$ cat src/rtl/core/yrdc_pkg.sv
// ============================================================================
// YUV 4:2:0 row delta codec - shared package
// Types, register indexes and reset values used across the codec core.
// ============================================================================
package yrdc_pkg;

  localparam int PIX_W            = 8;
  localparam int CFG_W            = 13;
  localparam int CFG_IDX_W        = 2;
  localparam int MAX_DIMENSION_DEF = 4096;

  localparam logic [CFG_W-1:0] WIDTH_RESET  = CFG_W'(640);
  localparam logic [CFG_W-1:0] HEIGHT_RESET = CFG_W'(480);

  // Configuration register indexes.
  typedef enum logic [CFG_IDX_W-1:0] {
    CFG_DECODE_MODE  = 2'd0,
    CFG_FRAME_WIDTH  = 2'd1,
    CFG_FRAME_HEIGHT = 2'd2
  } cfg_idx_e;

  // Planes in storage order.
  typedef enum logic [1:0] {
    PLANE_Y = 2'd0,
    PLANE_U = 2'd1,
    PLANE_V = 2'd2
  } plane_e;

  // Position information handed from the position tracker to the delta unit.
  typedef struct packed {
    logic row_start;
    logic frame_last;
  } pos_t;

endpackage

$ cat src/rtl/core/yrdc_pos_track.sv
// ============================================================================
// YUV 4:2:0 row delta codec - position tracker
// Column, row and plane counters that mark row starts and the frame end.
// ============================================================================
module yrdc_pos_track #(
  parameter int MAX_DIMENSION = yrdc_pkg::MAX_DIMENSION_DEF
) (
  input  logic                       clk_i,
  input  logic                       rst_ni,
  input  logic                       step_i,
  input  logic [yrdc_pkg::CFG_W-1:0] frame_width_i,
  input  logic [yrdc_pkg::CFG_W-1:0] frame_height_i,
  output yrdc_pkg::pos_t             pos_o
);
  import yrdc_pkg::*;

  localparam int CNT_W = $clog2(MAX_DIMENSION);
  localparam int DIM_W = $clog2(MAX_DIMENSION + 1);
  localparam int CMP_W = (DIM_W > CFG_W) ? DIM_W : CFG_W;

  logic [CNT_W-1:0] col_q, col_d, row_q, row_d, col_eff, row_eff;
  plane_e           plane_q, plane_d, plane_eff, plane_nxt;
  logic [DIM_W-1:0] w, h, cw, ch, pw, ph;
  logic [DIM_W:0]   col_inc, row_inc;
  logic             chroma, restart, last_col, last_row, last_plane;

  // Zero acts as one and anything above the maximum acts as the maximum.
  function automatic logic [DIM_W-1:0] clamp_dim(input logic [CFG_W-1:0] v);
    logic [CMP_W-1:0] v_ext;
    logic [CMP_W-1:0] max_ext;
    v_ext   = CMP_W'(v);
    max_ext = CMP_W'(MAX_DIMENSION);
    if (v_ext == '0) begin
      clamp_dim = DIM_W'(1);
    end else if (v_ext > max_ext) begin
      clamp_dim = DIM_W'(MAX_DIMENSION);
    end else begin
      clamp_dim = v_ext[DIM_W-1:0];
    end
  endfunction

  always_comb begin
    w      = clamp_dim(frame_width_i);
    h      = clamp_dim(frame_height_i);
    cw     = w >> 1;
    ch     = h >> 1;
    chroma = (cw != '0) && (ch != '0);

    // A chroma plane that has become empty sends the block back to luma.
    restart   = (plane_q != PLANE_Y) &&
                (!chroma || ((plane_q != PLANE_U) && (plane_q != PLANE_V)));
    col_eff   = restart ? '0 : col_q;
    row_eff   = restart ? '0 : row_q;
    plane_eff = restart ? PLANE_Y : plane_q;

    pw = (plane_eff == PLANE_Y) ? w : cw;
    ph = (plane_eff == PLANE_Y) ? h : ch;

    col_inc    = (DIM_W + 1)'(col_eff) + 1'b1;
    row_inc    = (DIM_W + 1)'(row_eff) + 1'b1;
    last_col   = col_inc >= {1'b0, pw};
    last_row   = row_inc >= {1'b0, ph};
    last_plane = (plane_eff == PLANE_V) || ((plane_eff == PLANE_Y) && !chroma);

    pos_o.row_start  = (col_eff == '0);
    pos_o.frame_last = last_col && last_row && last_plane;
  end

  always_comb begin
    unique case (plane_eff)
      PLANE_Y: plane_nxt = PLANE_U;
      PLANE_U: plane_nxt = PLANE_V;
      default: plane_nxt = PLANE_Y;
    endcase
  end

  always_comb begin
    col_d   = col_q;
    row_d   = row_q;
    plane_d = plane_q;
    if (step_i) begin
      if (!last_col) begin
        col_d   = col_inc[CNT_W-1:0];
        row_d   = row_eff;
        plane_d = plane_eff;
      end else begin
        col_d = '0;
        if (!last_row) begin
          row_d   = row_inc[CNT_W-1:0];
          plane_d = plane_eff;
        end else begin
          row_d   = '0;
          plane_d = last_plane ? PLANE_Y : plane_nxt;
        end
      end
    end
  end

  always_ff @(posedge clk_i or negedge rst_ni) begin
    if (!rst_ni) begin
      col_q   <= '0;
      row_q   <= '0;
      plane_q <= PLANE_Y;
    end else begin
      col_q   <= col_d;
      row_q   <= row_d;
      plane_q <= plane_d;
    end
  end

endmodule

$ cat src/rtl/core/yrdc_delta_alu.sv
// ============================================================================
// YUV 4:2:0 row delta codec - delta unit
// Row difference or row prefix sum of one byte against the carried byte.
// ============================================================================
module yrdc_delta_alu (
  input  logic                       clk_i,
  input  logic                       rst_ni,
  input  logic                       step_i,
  input  logic                       decode_mode_i,
  input  yrdc_pkg::pos_t             pos_i,
  input  logic [yrdc_pkg::PIX_W-1:0] pixel_i,
  output logic [yrdc_pkg::PIX_W-1:0] result_o
);
  import yrdc_pkg::*;

  logic [PIX_W-1:0] carried_q, carried_d, prev;

  always_comb begin
    prev = pos_i.row_start ? '0 : carried_q;
    if (decode_mode_i) begin
      result_o  = prev + pixel_i;
      carried_d = result_o;
    end else begin
      result_o  = pixel_i - prev;
      carried_d = pixel_i;
    end
  end

  // The carried byte resets to zero and is updated only when a byte steps through.
  always_ff @(posedge clk_i or negedge rst_ni) begin
    if (!rst_ni) begin
      carried_q <= '0;
    end else if (step_i) begin
      carried_q <= carried_d;
    end
  end

endmodule

$ cat src/rtl/core/yuv420_row_delta_codec_core.sv
// ============================================================================
// YUV 4:2:0 row delta codec - top level
// Horizontal delta codec for planar 4:2:0 frames, one byte a cycle unless stalled.
// ============================================================================
// Usage: frame bytes enter on the input channel (in_valid_i, in_stall_o,
// pixel_in_i) in storage order: the Y plane, then U, then V. Each input
// transfer yields exactly one output transfer (out_valid_o, out_stall_i,
// pixel_out_o, frame_last_o), in order. In encode mode each output byte is
// the input byte minus its left neighbour modulo 256; in decode mode it is
// the running sum modulo 256 within the row. frame_last_o marks the final
// byte of a frame, after which the counters wrap to the next frame.
// An accepted byte is held in the input register and moves on to the
// result register, setting out_valid_o, once the result register is free
// or being emptied. Throughput is one byte per cycle while the receiver
// does not stall. The single 8-bit add or subtract and the counter
// increments lie between the two registers.
// When the receiver stalls, the result register holds its byte and the
// input register holds one more; in_stall_o is raised only then.
// Reset clears both register valid flags, the counters (luma plane, row and
// column zero), the carried byte, and loads encode mode at 640 by 480.
// Configuration is written through cfg_we_i, cfg_index_i and cfg_data_i
// while the block is idle; unknown indexes are ignored.
// ============================================================================
module yuv420_row_delta_codec_core #(
  parameter int MAX_DIMENSION = yrdc_pkg::MAX_DIMENSION_DEF
) (
  input  logic                           clk_i,
  input  logic                           rst_ni,
  input  logic                           cfg_we_i,
  input  logic [yrdc_pkg::CFG_IDX_W-1:0] cfg_index_i,
  input  logic [yrdc_pkg::CFG_W-1:0]     cfg_data_i,
  input  logic                           in_valid_i,
  output logic                           in_stall_o,
  input  logic [yrdc_pkg::PIX_W-1:0]     pixel_in_i,
  output logic                           out_valid_o,
  input  logic                           out_stall_i,
  output logic [yrdc_pkg::PIX_W-1:0]     pixel_out_o,
  output logic                           frame_last_o
);
  import yrdc_pkg::*;

  // Configuration registers.
  logic             decode_mode_q;
  logic [CFG_W-1:0] frame_width_q;
  logic [CFG_W-1:0] frame_height_q;

  // Input register and result register.
  logic             in_vld_q, in_vld_d;
  logic [PIX_W-1:0] in_pix_q;
  logic             out_vld_q, out_vld_d;
  logic [PIX_W-1:0] out_pix_q;
  logic             out_last_q;

  logic             accept, advance;
  pos_t             pos;
  logic [PIX_W-1:0] result;

  always_ff @(posedge clk_i or negedge rst_ni) begin
    if (!rst_ni) begin
      decode_mode_q  <= 1'b0;
      frame_width_q  <= WIDTH_RESET;
      frame_height_q <= HEIGHT_RESET;
    end else if (cfg_we_i) begin
      unique case (cfg_index_i)
        CFG_DECODE_MODE:  decode_mode_q  <= cfg_data_i[0];
        CFG_FRAME_WIDTH:  frame_width_q  <= cfg_data_i;
        CFG_FRAME_HEIGHT: frame_height_q <= cfg_data_i;
        default: ;
      endcase
    end
  end

  // The held byte moves on whenever the result register is free or being emptied.
  assign advance    = in_vld_q && (!out_vld_q || !out_stall_i);
  assign in_stall_o = in_vld_q && !advance;
  assign accept     = in_valid_i && !in_stall_o;

  always_comb begin
    in_vld_d = in_vld_q;
    if (accept) begin
      in_vld_d = 1'b1;
    end else if (advance) begin
      in_vld_d = 1'b0;
    end
    out_vld_d = out_vld_q;
    if (advance) begin
      out_vld_d = 1'b1;
    end else if (!out_stall_i) begin
      out_vld_d = 1'b0;
    end
  end

  always_ff @(posedge clk_i or negedge rst_ni) begin
    if (!rst_ni) begin
      in_vld_q  <= 1'b0;
      out_vld_q <= 1'b0;
    end else begin
      in_vld_q  <= in_vld_d;
      out_vld_q <= out_vld_d;
    end
  end

  always_ff @(posedge clk_i) begin
    if (accept) begin
      in_pix_q <= pixel_in_i;
    end
    if (advance) begin
      out_pix_q  <= result;
      out_last_q <= pos.frame_last;
    end
  end

  yrdc_pos_track #(
    .MAX_DIMENSION(MAX_DIMENSION)
  ) u_pos_track (
    .clk_i         (clk_i),
    .rst_ni        (rst_ni),
    .step_i        (advance),
    .frame_width_i (frame_width_q),
    .frame_height_i(frame_height_q),
    .pos_o         (pos)
  );

  yrdc_delta_alu u_delta_alu (
    .clk_i        (clk_i),
    .rst_ni       (rst_ni),
    .step_i       (advance),
    .decode_mode_i(decode_mode_q),
    .pos_i        (pos),
    .pixel_i      (in_pix_q),
    .result_o     (result)
  );

  assign out_valid_o  = out_vld_q;
  assign pixel_out_o  = out_pix_q;
  assign frame_last_o = out_last_q;

endmodule

$ cat config.mk
export PLATFORM = sky130hd
export DESIGN_NAME = yuv420_row_delta_codec_core
export DESIGN_NICKNAME = d
export VERILOG_FILES = /design/src/rtl/core/yrdc_pkg.sv /design/src/rtl/core/yrdc_pos_track.sv /design/src/rtl/core/yrdc_delta_alu.sv /design/src/rtl/core/yuv420_row_delta_codec_core.sv
export SDC_FILE = /design/constraint.sdc
export NUM_CORES = 1
export LEC_CHECK = 0
export ABC_AREA = 1
export BUFFER_PORTS_ARGS = -buffer_cell sky130_fd_sc_hd__buf_2
export CELL_PAD_IN_SITES_DETAIL_PLACEMENT = 0
export CELL_PAD_IN_SITES_GLOBAL_PLACEMENT = 1
export CORE_ASPECT_RATIO = 1.1
export CORE_MARGIN = 2
export CORE_UTILIZATION = 41
export CTS_CLUSTER_DIAMETER = 40
export DETAILED_ROUTE_END_ITERATION = 8
export GPL_TIMING_DRIVEN = 0
export PLACE_DENSITY = 0.77
export SLEW_MARGIN = 10
export SYNTH_ARGS = -nofsm -noshare
export SYNTH_HDL_FRONTEND = slang
export SYNTH_HIERARCHICAL = 1
export SYNTH_SLANG_ARGS = --single-unit
$ cat constraint.sdc
create_clock -name clk_i -period 4.2 [get_ports clk_i]
set_input_delay 0.21 -clock clk_i [delete_from_list [all_inputs] [get_ports clk_i]]
set_output_delay 0.21 -clock clk_i [all_outputs]
set_load 0.02 [all_outputs]
### After elaboration in Yosys (flattened, before gate mapping)

Cells that the tools add are included.

| cells by class | value |
|---|---|
| add/sub/neg operators | 4 |
| magnitude comparators | 4 |
| equality and inequality tests | 7 |
| muxes and demuxes | 23 |
| reductions and logical operators | 29 |

Operator list:

| cell | count |
|---|---|
| $mux 13 | 6 |
| $mux 12 | 5 |
| $ge 14x13->1 | 2 |
| $add 12x1->13 const B | 2 |
| $gt 13x13->1 const B | 2 |
| $logic_not 13->1 | 2 |
| $reduce_bool 13->1 | 2 |
| $mux 8 | 3 |
| $logic_not 12->1 | 1 |
| $logic_and 1x1->1 | 9 |
| $add 8x8->8 | 1 |
| $mux 2 | 4 |
| $sub 8x8->8 | 1 |
| $reduce_and 2->1 | 3 |
| $logic_not 1->1 | 5 |
| $eq 2x1->1 const B | 2 |
| $eq 2x2->1 const B | 2 |
| $logic_not 2->1 | 2 |
| $mux 1 | 4 |
| $ne 2x1->1 const B | 2 |
| $pmux 2 s2 | 1 |
| $reduce_bool 2->1 | 2 |
| $logic_or 1x1->1 | 3 |
| $ne 2x2->1 const B | 1 |

| storage, ports and cells | value |
|---|---|
| register bits after elaboration | 80 |
| bits of input ports | 28 |

### Longest topological paths before layout

Gate-level depths: netlist (run 1).

| depth | value |
|---|---|
| depth in word-level cells | 15 |
| depth in mapped cells | 29 |
| mapped depth without buffers | 29 |

### By module

The synthesis (run 1) kept the hierarchy.

By module, submodules not included:

| module | instances | cells each | area an instance (um2) |
|---|---|---|---|
| yrdc_pos_track | 1 | 487 | 3124.2 |
| yuv420_row_delta_codec_core | 1 | 155 | 1775.5 |
| yrdc_delta_alu | 1 | 175 | 1117.3 |

### Worst setup path after synthesis (run 1)

OpenSTA, ideal clock, no wires.

| timing | value |
|---|---|
| kind | flip-flop to flip-flop |
| start point | register frame_width_q[1] |
| end point | register u_pos_track.row_q[2] |
| arrival time | 3.866 ns |
| path slack | 0.244 ns |
| stages on the path, launching flop included | 29 |
| buffers on the path | 0 |
| clock period less this slack | 3.956 ns |
| cells stage by stage | dfrtp_1 -> nor2_1 -> nand3_1 -> nor2_1 -> nand2_1 -> nand2_2 -> o21ai_2 -> nand3b_4 -> nand3_4 -> nand2_8 -> inv_4 -> nor2_1 -> ha_1 -> inv_1 -> nor2_2 -> nand2_2 -> nor2_2 -> nand2_1 -> and2_1 -> ha_1 -> nand4_1 -> or4_1 -> nand3_1 -> inv_1 -> nor2_2 -> nand2_1 -> inv_1 -> nand2_1 -> o221ai_1 |

| on the way | value |
|---|---|
| longest elaborated chain between the ends | 14 |

RTL lines:

| what | line | text |
|---|---|---|
| from (decl) | yuv420_row_delta_codec_core.sv:44 | `logic [CFG_W-1:0] frame_width_q;` |
| from (signal assigned) | yuv420_row_delta_codec_core.sv:66 | `CFG_FRAME_WIDTH: frame_width_q <= cfg_data_i;` |
| $gt 13x13->1 | yrdc_pos_track.sv:35 | `end else if (v_ext > max_ext) begin` |
| $mux 13 | yrdc_pos_track.sv:35 |  |
| $mux 13 * | yrdc_pos_track.sv:33 | `if (v_ext == '0) begin` |
| branches (longest 10 deep; another with $ge 14x13->1) | - |  |
| $mux 12 * | yrdc_pos_track.sv:82 | `if (!last_col) begin` |
| to (signal assigned) | yrdc_pos_track.sv:106 | `row_q <= row_d;` |
| to (decl) | yrdc_pos_track.sv:21 | `logic [CNT_W-1:0] col_q, col_d, row_q, row_d, col_eff, row_eff;` |

Mark *: on every way between the ends.
A chain may end at the register's enable or synchronous reset.

### Worst setup path in the final report (run 1)

| timing | value |
|---|---|
| start point | register frame_height_q[8] |
| end point | register u_pos_track.row_q[1] |

| on the way | value |
|---|---|
| longest elaborated chain between the ends | 14 |

RTL lines:

| what | line | text |
|---|---|---|
| from (decl) | yuv420_row_delta_codec_core.sv:45 | `logic [CFG_W-1:0] frame_height_q;` |
| from (signal assigned) | yuv420_row_delta_codec_core.sv:67 | `CFG_FRAME_HEIGHT: frame_height_q <= cfg_data_i;` |
| $gt 13x13->1 | yrdc_pos_track.sv:35 |  |
| $mux 13 | yrdc_pos_track.sv:35 |  |
| $mux 13 * | yrdc_pos_track.sv:33 |  |
| branches (longest 10 deep; another with $ge 14x13->1) | - |  |
| $mux 12 * | yrdc_pos_track.sv:82 |  |

Marked as above.

==> run summary, run 1 <==
The run finished with clean final reports. The peak fanout along the critical path was 7; the number of clock sinks was 80. The logs give 25.3 mm for the first-pass GRT wire length and 52 for the post-synthesis cell type count. The worst min-delay path startpoint is pixel_in_i[4]. After synthesis, the mean cell area works out to 7.36 sq um.

For the finished layout, the period the worst path requires is 4.01 ns. The standby leakage power was 0.00365 uW. The run gives 1,086 as the post-layout instance count excluding filler cells.

The classification of the worst setup path was register to register. At the worst endpoint, the required time is 4.43 ns. The tools report the cell total after placement as 1,047.

The tools report the remaining antenna violation count as 0. For the number of ports placed on the die boundary, the log shows 39. The root buffer cell chosen for the clock tree is sky130_fd_sc_hd__clkbuf_16. The tool flagged a number of max-cap violations equal to 0. At the end of the flow, the number of nets in the layout was 963. For the effective utilization at floorplan, the log shows 41.8%. The launching instance or port of the critical path was frame_height_q[8].

Remaining routing DRC violations: 0. Share of synthesized flip-flops with an asynchronous set or reset: 78.8%. The highest attainable clock frequency is 0.249 GHz, and the share of the clock period used by the worst path is 95.5%.

Counting stages on the worst path, the most repeated cell is sky130_fd_sc_hd__nand2_1. When the netlist entered floorplanning its net count stood at 891. Setup violations remaining at the end of the flow were counted as 0.

In this run the worst hold path is classified as primary input to register. 0 antenna diodes ended up in the layout. The post-route netlist has 20.1% of its cells at a drive strength greater than 1. The startpoint of the worst register-to-register path is frame_height_q[8]. Entering global routing, the biggest net connects 62 pins.

In this run the vertical extent of the chip is 131 um. Input and output buffers added on the ports amount to 36. Synthesis produced a netlist whose cell count is 817. From synthesis to final layout, the design area changed by 19.0%.

The critical path goes through nor2_1, and2_0, nand2_1, nand2_2, a21oi_2, nand3_2, nand3_4, nand2_8, buf_4, nand2_1, nor2_4, buf_4, nand3_1, nand2_1, and2_1, ha_1, nand4_1, or4_4, nand3_4, inv_4, a21oi_4, inv_2, a32o_1. After the first detailed-routing iteration, the DRC count stood at 281. The element type at the critical path start was a register. Instance area after placement: 6480 sq um. The die covers 15,700 sq um.

Setup repair after global routing could not meet its margin everywhere. The flip-flop cell with the highest count after synthesis is sky130_fd_sc_hd__dfrtp_1. In the routed layout, each cell is associated on average with a via count of 5.06. The count of pins over their slew limit is 0. The tools report the total routed wirelength as 15.4 mm. The total of flip-flops plus latches after synthesis is 80.

The die extent in x works out to 120 um. For the worst-skew pair, the clock arrives at the later sink with an insertion delay of 0.34 ns. Largest delay contributor family on the critical path: simple AND/OR/NAND/NOR gates. Number of optimization iterations in the first detailed-route pass: 5. The floorplan has 46 rows. For this run, the register share of the synthesized area comes to 34.8%. The arrival time at the worst endpoint was 4.24 ns. The clock transition time at the flip-flop clock pins of the worst setup and hold paths came out at 0.06 ns. Highest cell delay on the worst timing path: 0.54 ns. After detailed routing, the average wire length per cell comes to 14.1 um. The worst setup path is captured at a register. The via count of the first global-routing pass was 5,271; the largest clock skew in the final design was 0.00662 ns.

The run gives 4850 uW as the overall power after layout. VDD sags by at most 0.242 mV. Across all layers, the routed design uses 5,491 vias. The wire-length estimate of the detail-placed layout is 11.6 mm.

The run gives 6020 sq um as the post-synth design cell area. In this run, synthesis inferred 17 flip-flops with an integrated enable. After global routing the overflow that remains totals 0. For the core box area, the log shows 14,400 sq um. Summing all non-filler instances in the final layout gives an area of 7160 sq um.

At the end of routability-driven placement, the weighted congestion stood at 0.877. Final cell utilization of the core: 49.7%. The tools report the normalized max-slew margin as 65.7%.

The number of buffers and inverters on the critical path is 4. TritonCTS built the clock tree. The TritonCTS buffer count is 9. For the number of endpoints with negative hold slack in the final report, the log shows 0. The maximum buffer depth of the clock tree was 2; the transition time of the tightest slew-check pin was 0.515 ns.

The areal power density over the cells works out to 678 nW/um^2. The number of H-tree levels came out at 3. The number of antenna violations at the first check in global routing came out at 0.

Count of yosys warnings during synthesis: 6. The overall global routing resource usage was 20.3%. The slowest stage of the critical path is the sky130_fd_sc_hd__dfstp_2 cell.
==> sequential cells by signal (all words and copies together) (netlist names), 2 cells and up <==
signal,flops
pixel_out_o,8
frame_width_q,13
u_delta_alu/carried_q,8
u_pos_track/row_q,12
in_pix_q,8
u_pos_track/col_q,12
frame_height_q,13
u_pos_track/plane_q,2
==> metrics by stage <==
stage	setup TNS, ns	setup WS, ns	hold WS, ns
final	0	0.190	0.0364
after global routing	-0.0567	-0.0296	0.0221
after CTS	0	0.0170	0.0237
after detailed placement	-15.34	-0.689	0.0195
after global placement	-11.46	-0.562	0.386
after floorplan	0	0.244	-0.0856
==> path summary, 6_finish.rpt <==
kind | cells after the start | slack [ns] | to
setup reg to reg | 23 | 0.19 | u_pos_track/row_q[1]
hold / removal | 1 | 0.04 | in_pix_q[4]
min in group asynchronous | 2 | 0.20 | u_delta_alu/carried_q[6]
max in group asynchronous | 3 | 3.45 | frame_height_q[5]
setup / recovery | 23 | 0.19 | u_pos_track/row_q[1]
hold reg to reg | 2 | 0.48 | frame_width_q[11]
==> cells in the final DEF (no fill, tap or decap), types with 36 or more instances in the layout <==
master / synthesis / routed
sky130_fd_sc_hd__nand2_1: 217 / 213
sky130_fd_sc_hd__dfrtp_1: 57 / 57
sky130_fd_sc_hd__ha_1: 44 / 40
sky130_fd_sc_hd__nor2_1: 62 / 57
sky130_fd_sc_hd__o21ai_0: 48 / 44
sky130_fd_sc_hd__a21oi_1: 37 / 36
sky130_fd_sc_hd__buf_2: 6 / 40
sky130_fd_sc_hd__nand4_1: 41 / 41
sky130_fd_sc_hd__inv_1: 108 / 104
sky130_fd_sc_hd__nand3_1: 42 / 40
==> power breakdown <==
group	internal, uW	switching (uW)
logic	1110	1800
registers	1000	118
clock network	518	310
==> cell type report <==
class | count | area, sq um
plain buffers | 24 | 174
clock buffers | 12 | 236
clock inverters | 4 | 68.8
fillers | 1414 | 7230
inverters | 121 | 469
multi-input cells | 592 | 3470
flip-flops and latches | 80 | 2090
well taps | 192 | 240
repair buffers | 61 | 400
==> cells in the mapped netlist (4+ instances only) <==
library cell	number	share of area, %
sky130_fd_sc_hd__nor3_1	4	0.33
sky130_fd_sc_hd__and2_1	7	0.73
sky130_fd_sc_hd__nand2_1	217	14
sky130_fd_sc_hd__a21oi_2	4	0.58
sky130_fd_sc_hd__nand3_1	42	3.5
sky130_fd_sc_hd__o22ai_1	6	0.62
sky130_fd_sc_hd__nor2_1	62	3.9
sky130_fd_sc_hd__o211ai_1	4	0.50
sky130_fd_sc_hd__inv_2	10	0.62
sky130_fd_sc_hd__clkbuf_1	4	0.25
sky130_fd_sc_hd__buf_6	4	0.75
sky130_fd_sc_hd__buf_4	7	0.87
sky130_fd_sc_hd__nand3_2	8	1.3
sky130_fd_sc_hd__a31oi_1	4	0.42
sky130_fd_sc_hd__nand2_2	9	0.94
sky130_fd_sc_hd__buf_2	6	0.50
sky130_fd_sc_hd__ha_1	44	9.1
sky130_fd_sc_hd__edfxtp_1	17	8.5
sky130_fd_sc_hd__nand4_1	41	4.3
sky130_fd_sc_hd__dfstp_2	6	2.6
sky130_fd_sc_hd__a21oi_1	37	3.1
sky130_fd_sc_hd__inv_1	108	6.7
sky130_fd_sc_hd__nor2_2	7	0.73
sky130_fd_sc_hd__o21ai_1	17	1.4
sky130_fd_sc_hd__o21ai_0	48	4.0
sky130_fd_sc_hd__dfrtp_1	57	24
==> cell families after synthesis <==
group	count (synthesis)	share of synthesized area [%]
simple gates	409	31.6
compound gates	131	12.1
flops	80	34.8
xor+xnor	6	1.25
fa+ha+maj	46	9.81
buf+inv	145	10.4
==> layer usage <==
layer	part of all wire, %	track usage, %	vias to the layer above
li1	-	-	2834
met1	47	26.2	2537
met2	48	34.5	102
met3	3.6	3.85	18
met4	1.6	6.57	0
met5	0	0	-
==> timing repair <==
action                                  CTS  global route
pin swaps                                 3            12
gates resized for setup                  19            35
endpoints found under the setup margin   39            32
hold buffers                              1             0
setup buffers                             6            16
hold endpoints to repair                 57             0
(Power assumes the default switching activity.)
==> run 2, diff against run 1 <==
--- a/config.mk
+++ b/config.mk
@@ -14,7 +14,6 @@
 export CORE_UTILIZATION = 41
 export CTS_CLUSTER_DIAMETER = 40
 export DETAILED_ROUTE_END_ITERATION = 8
-export GPL_TIMING_DRIVEN = 0
 export PLACE_DENSITY = 0.77
 export SLEW_MARGIN = 10
 export SYNTH_ARGS = -nofsm -noshare
==> run summary, run 2 (synthesis results as in run 1) <==
The analysis attributes to cell leakage a power of 0.00358 uW. Summing internal, switching and leakage power gives 4720 uW. The logs give 15.1 mm for the total routed wirelength and 5,460 for the count of vias placed by the detailed router. The worst hold path begins at pixel_in_i[6].

For the final antenna diode count, the log shows 0. The routed design could run at a clock period as short as 4.02 ns. The reg-to-reg setup timing slack came out at 0.18 ns. The most common cell after layout, fill and taps aside was sky130_fd_sc_hd__nand2_1.

In the layout the commonest cells are sky130_fd_sc_hd__nand2_1 (211), sky130_fd_sc_hd__inv_1 (106), sky130_fd_sc_hd__nor2_1 (57), sky130_fd_sc_hd__dfrtp_1 (56), sky130_fd_sc_hd__o21ai_0 (45). Worst hold endpoint: in_pix_q[6]. For this run, design rule violations remaining after detail routing come to 0. Measured along the x axis, the die boundary spans 120 um. For the number of optimization iterations in the first detailed-route pass, the log shows 7. The clock root buffer was sky130_fd_sc_hd__clkbuf_16. The remaining antenna violation count came out at 0. Setup violations remaining at the end of the flow were counted as 0. The tools report the element type at the critical path start as a register. Cell internal power was estimated by the tool at 2580 uW. In this run the deepest clock path goes through 2 buffers. Post-layout instance count excluding filler cells: 1,067. Setup repair after global routing left no endpoint under its margin.

The final HPWL from detailed placement is 11.3 mm. Per report_power, the sequential group accounts for 23.9% of the total. Input and output buffers added on the ports amount to 38. The run gives 3 as the number of H-tree levels. At the end of routability-driven placement, the weighted congestion stood at 0.875. Derived from the worst setup path, the maximum achievable clock frequency is 0.249 GHz. Of the available clock period, the critical path in the final layout requires 95.6%. Kind of end point of the critical path: a register. The areal power density over the cells was 676 nW/um^2.

Counting the fill cells in the layout gives 1,435. Entering global routing, the biggest net connects 36 pins. The number of DRC markers in iteration 0 was 310.

After detailed routing, the average wire length per cell comes to 14.1 um. In this run the critical register-to-register path is launched from frame_height_q[0]. Of the total power, the share spent switching nets is 45.4%. The tools report the final non-filler cell area as 6980 sq um.

The run finished with clean final reports. The share of power burned in combinational logic came out at 58.4%. The capturing point of the worst reg2reg path was u_pos_track/plane_q[0]. The largest registers in the layout are frame_height_q: 13 flops, frame_width_q: 13 flops. At the end of the flow, the number of nets in the layout was 944. The number of antenna violations at the first check in global routing is 0, and the clock transition time at the flip-flop clock pins of the worst setup and hold paths is 0.06 ns. For the worst flop-to-flop path, the logic depth is 23. Max-cap violations in this run came to 0.

The via count of the first global-routing pass is 5,038. The instance area after placement was 6420 sq um; the effective utilization at floorplan was 41.8%. The transition time of the tightest slew-check pin came out at 0.676 ns. The die is 131 um tall. TritonCTS buffer count: 9. Compared with the post-synthesis result, the final layout area differs by 15.9%.

The vias per cell came out at 5.12. The total overflow left after global routing is 0. The path class of the tightest hold or removal check is primary input to register.

The most numerous cell on the critical path is sky130_fd_sc_hd__nand4_1. The highest cell delay on the worst timing path was 0.53 ns. The clock net in this run drives a total of 80 sinks. The count of pins over their slew limit was 0; the pre-CTS setup slack was -0.0562 ns. Data on the critical path is required at its endpoint by 4.46 ns.

Setup total negative slack on the finished layout was measured at 0 ns. The initialized floorplan defines 46 standard-cell rows. The worst vdd rail ir drop is 0.263 mV, and the post-layout worst setup margin is 0.183 ns. 39 I/O pins were placed. TritonCTS built the clock tree. The normalized max-slew margin is 54.9%.

The number of endpoints with negative hold slack in the final report came out at 0. The run gives 0.35 ns as the source-to-sink clock delay at the later pin of the worst-skew pair. The core box area was 14,400 sq um.

Cell type of the slowest stage on the worst timing path: sky130_fd_sc_hd__or4_1. The classification of the worst setup path is register to register. Walking the worst path, the cells encountered are nor2_2, nand2_1, nor2_2, nand2_2, nand2_4, o21ai_1, nand3_2, nand3_4, nand2_8, buf_16, nand4_1, nor2_4, nand4_1, and2_4, ha_1, nand4_1, or4_1, nand3_2, buf_4, nand2_1, o21ai_1, o211ai_1, o21ai_0. The run gives 0.00706 ns as the largest clock skew in the final design. The share of post-route cells with drive strength above 1 was 18.4%; the switching power summed over all nets was 2140 uW. The logs give 4.28 ns for the arrival time at the worst endpoint and 1,040 for the cell total after placement. The overall global routing resource usage came out at 19.4%.

The die area is 15,700 sq um. Per report_power, the clock group accounts for 17.7% of the total. The first global-routing pass estimated 24.3 mm of wire. In this run the worst path has a maximum fanout of 18.

The number of cells traversed by the worst hold path works out to 1.
-- run 2: changes by cell type in the layout (fill, tap and decap cells not counted), sizes merged --
cell and delta:
buf -14, bufinv -1, clkbuf -3, clkinv -1
-- run 2: how the worst max path moves through the flow --
stage | depth (start not counted) | start | slack [ns] | end
floorplan | 28 | frame_width_q[1] | 0.24 | u_pos_track/row_q[2]
global placement | 27 | frame_height_q[8] | -0.02 | u_pos_track/plane_q[0]
detailed placement | 27 | frame_height_q[8] | -0.06 | u_pos_track/plane_q[0]
CTS | 29 | frame_height_q[8] | 0.02 | u_pos_track/row_q[2]
global route | 27 | frame_height_q[0] | 0.005 | u_pos_track/plane_q[0]
finish | 23 | frame_height_q[0] | 0.18 | u_pos_track/plane_q[0]
-- run 2: through the flow --
| step | util, % | hold WS [ns] |
|---|---|---|
| after floorplan | - | -0.0856 |
| after global placement | 44.6 | 0.286 |
| after detailed placement | 44.6 | 0.295 |
| after CTS | 46.9 | 0.0199 |
| after global routing | 48.5 | 0.0255 |
| final | 48.5 | 0.0311 |
-- run 2: cell type report --
class | count | area (sq um) | area share, %
Sequential cell | 80 | 2100 | 30.0
Multi-Input combinational cell | 592 | 3400 | 48.8
Timing Repair Buffer | 66 | 457 | 6.55
Clock inverter | 2 | 35.0 | 0.502
Clock buffer | 14 | 284 | 4.07
Inverter | 121 | 462 | 6.62
Tap cell | 192 | 240 | 3.44
-- run 2: worst max-delay path, delay by kind of cell, from the launching register on --
family / cells / cell delay, ns
simple gates: 16 / 2.51
buf+inv: 2 / 0.30
flops: 1 / 0.40
fa+ha+maj: 1 / 0.29
compound gates: 4 / 0.44
-- run 2: power groups by stage --
stage	combinational, uW	sequential, uW	clock, uW
2_1_floorplan	1920	1160	0
3_3_place_gp	2520	1130	0
3_5_place_dp	2570	1130	0
4_1_cts	2590	1120	859
5_1_grt	3120	1150	888
6_report	2750	1130	837
-- run 2: repair_timing --
action	4_1_cts	5_1_grt
resized for setup	2	39
hold endpoints to repair	28	0
pin swaps	0	14
hold buffers	1	0
buffers inserted	0	9
cloned	0	1
setup endpoints to repair	12	32
-- run 2: metal layers --
layer | vias up | global-route usage, % | routed length (um)
met1 | 2563 | 25.9 | 7190
met2 | 90 | 32.3 | 7130
met5 | - | 0 | 0
li1 | 2795 | - | -
met3 | 12 | 2.68 | 504
met4 | 0 | 7.61 | 231
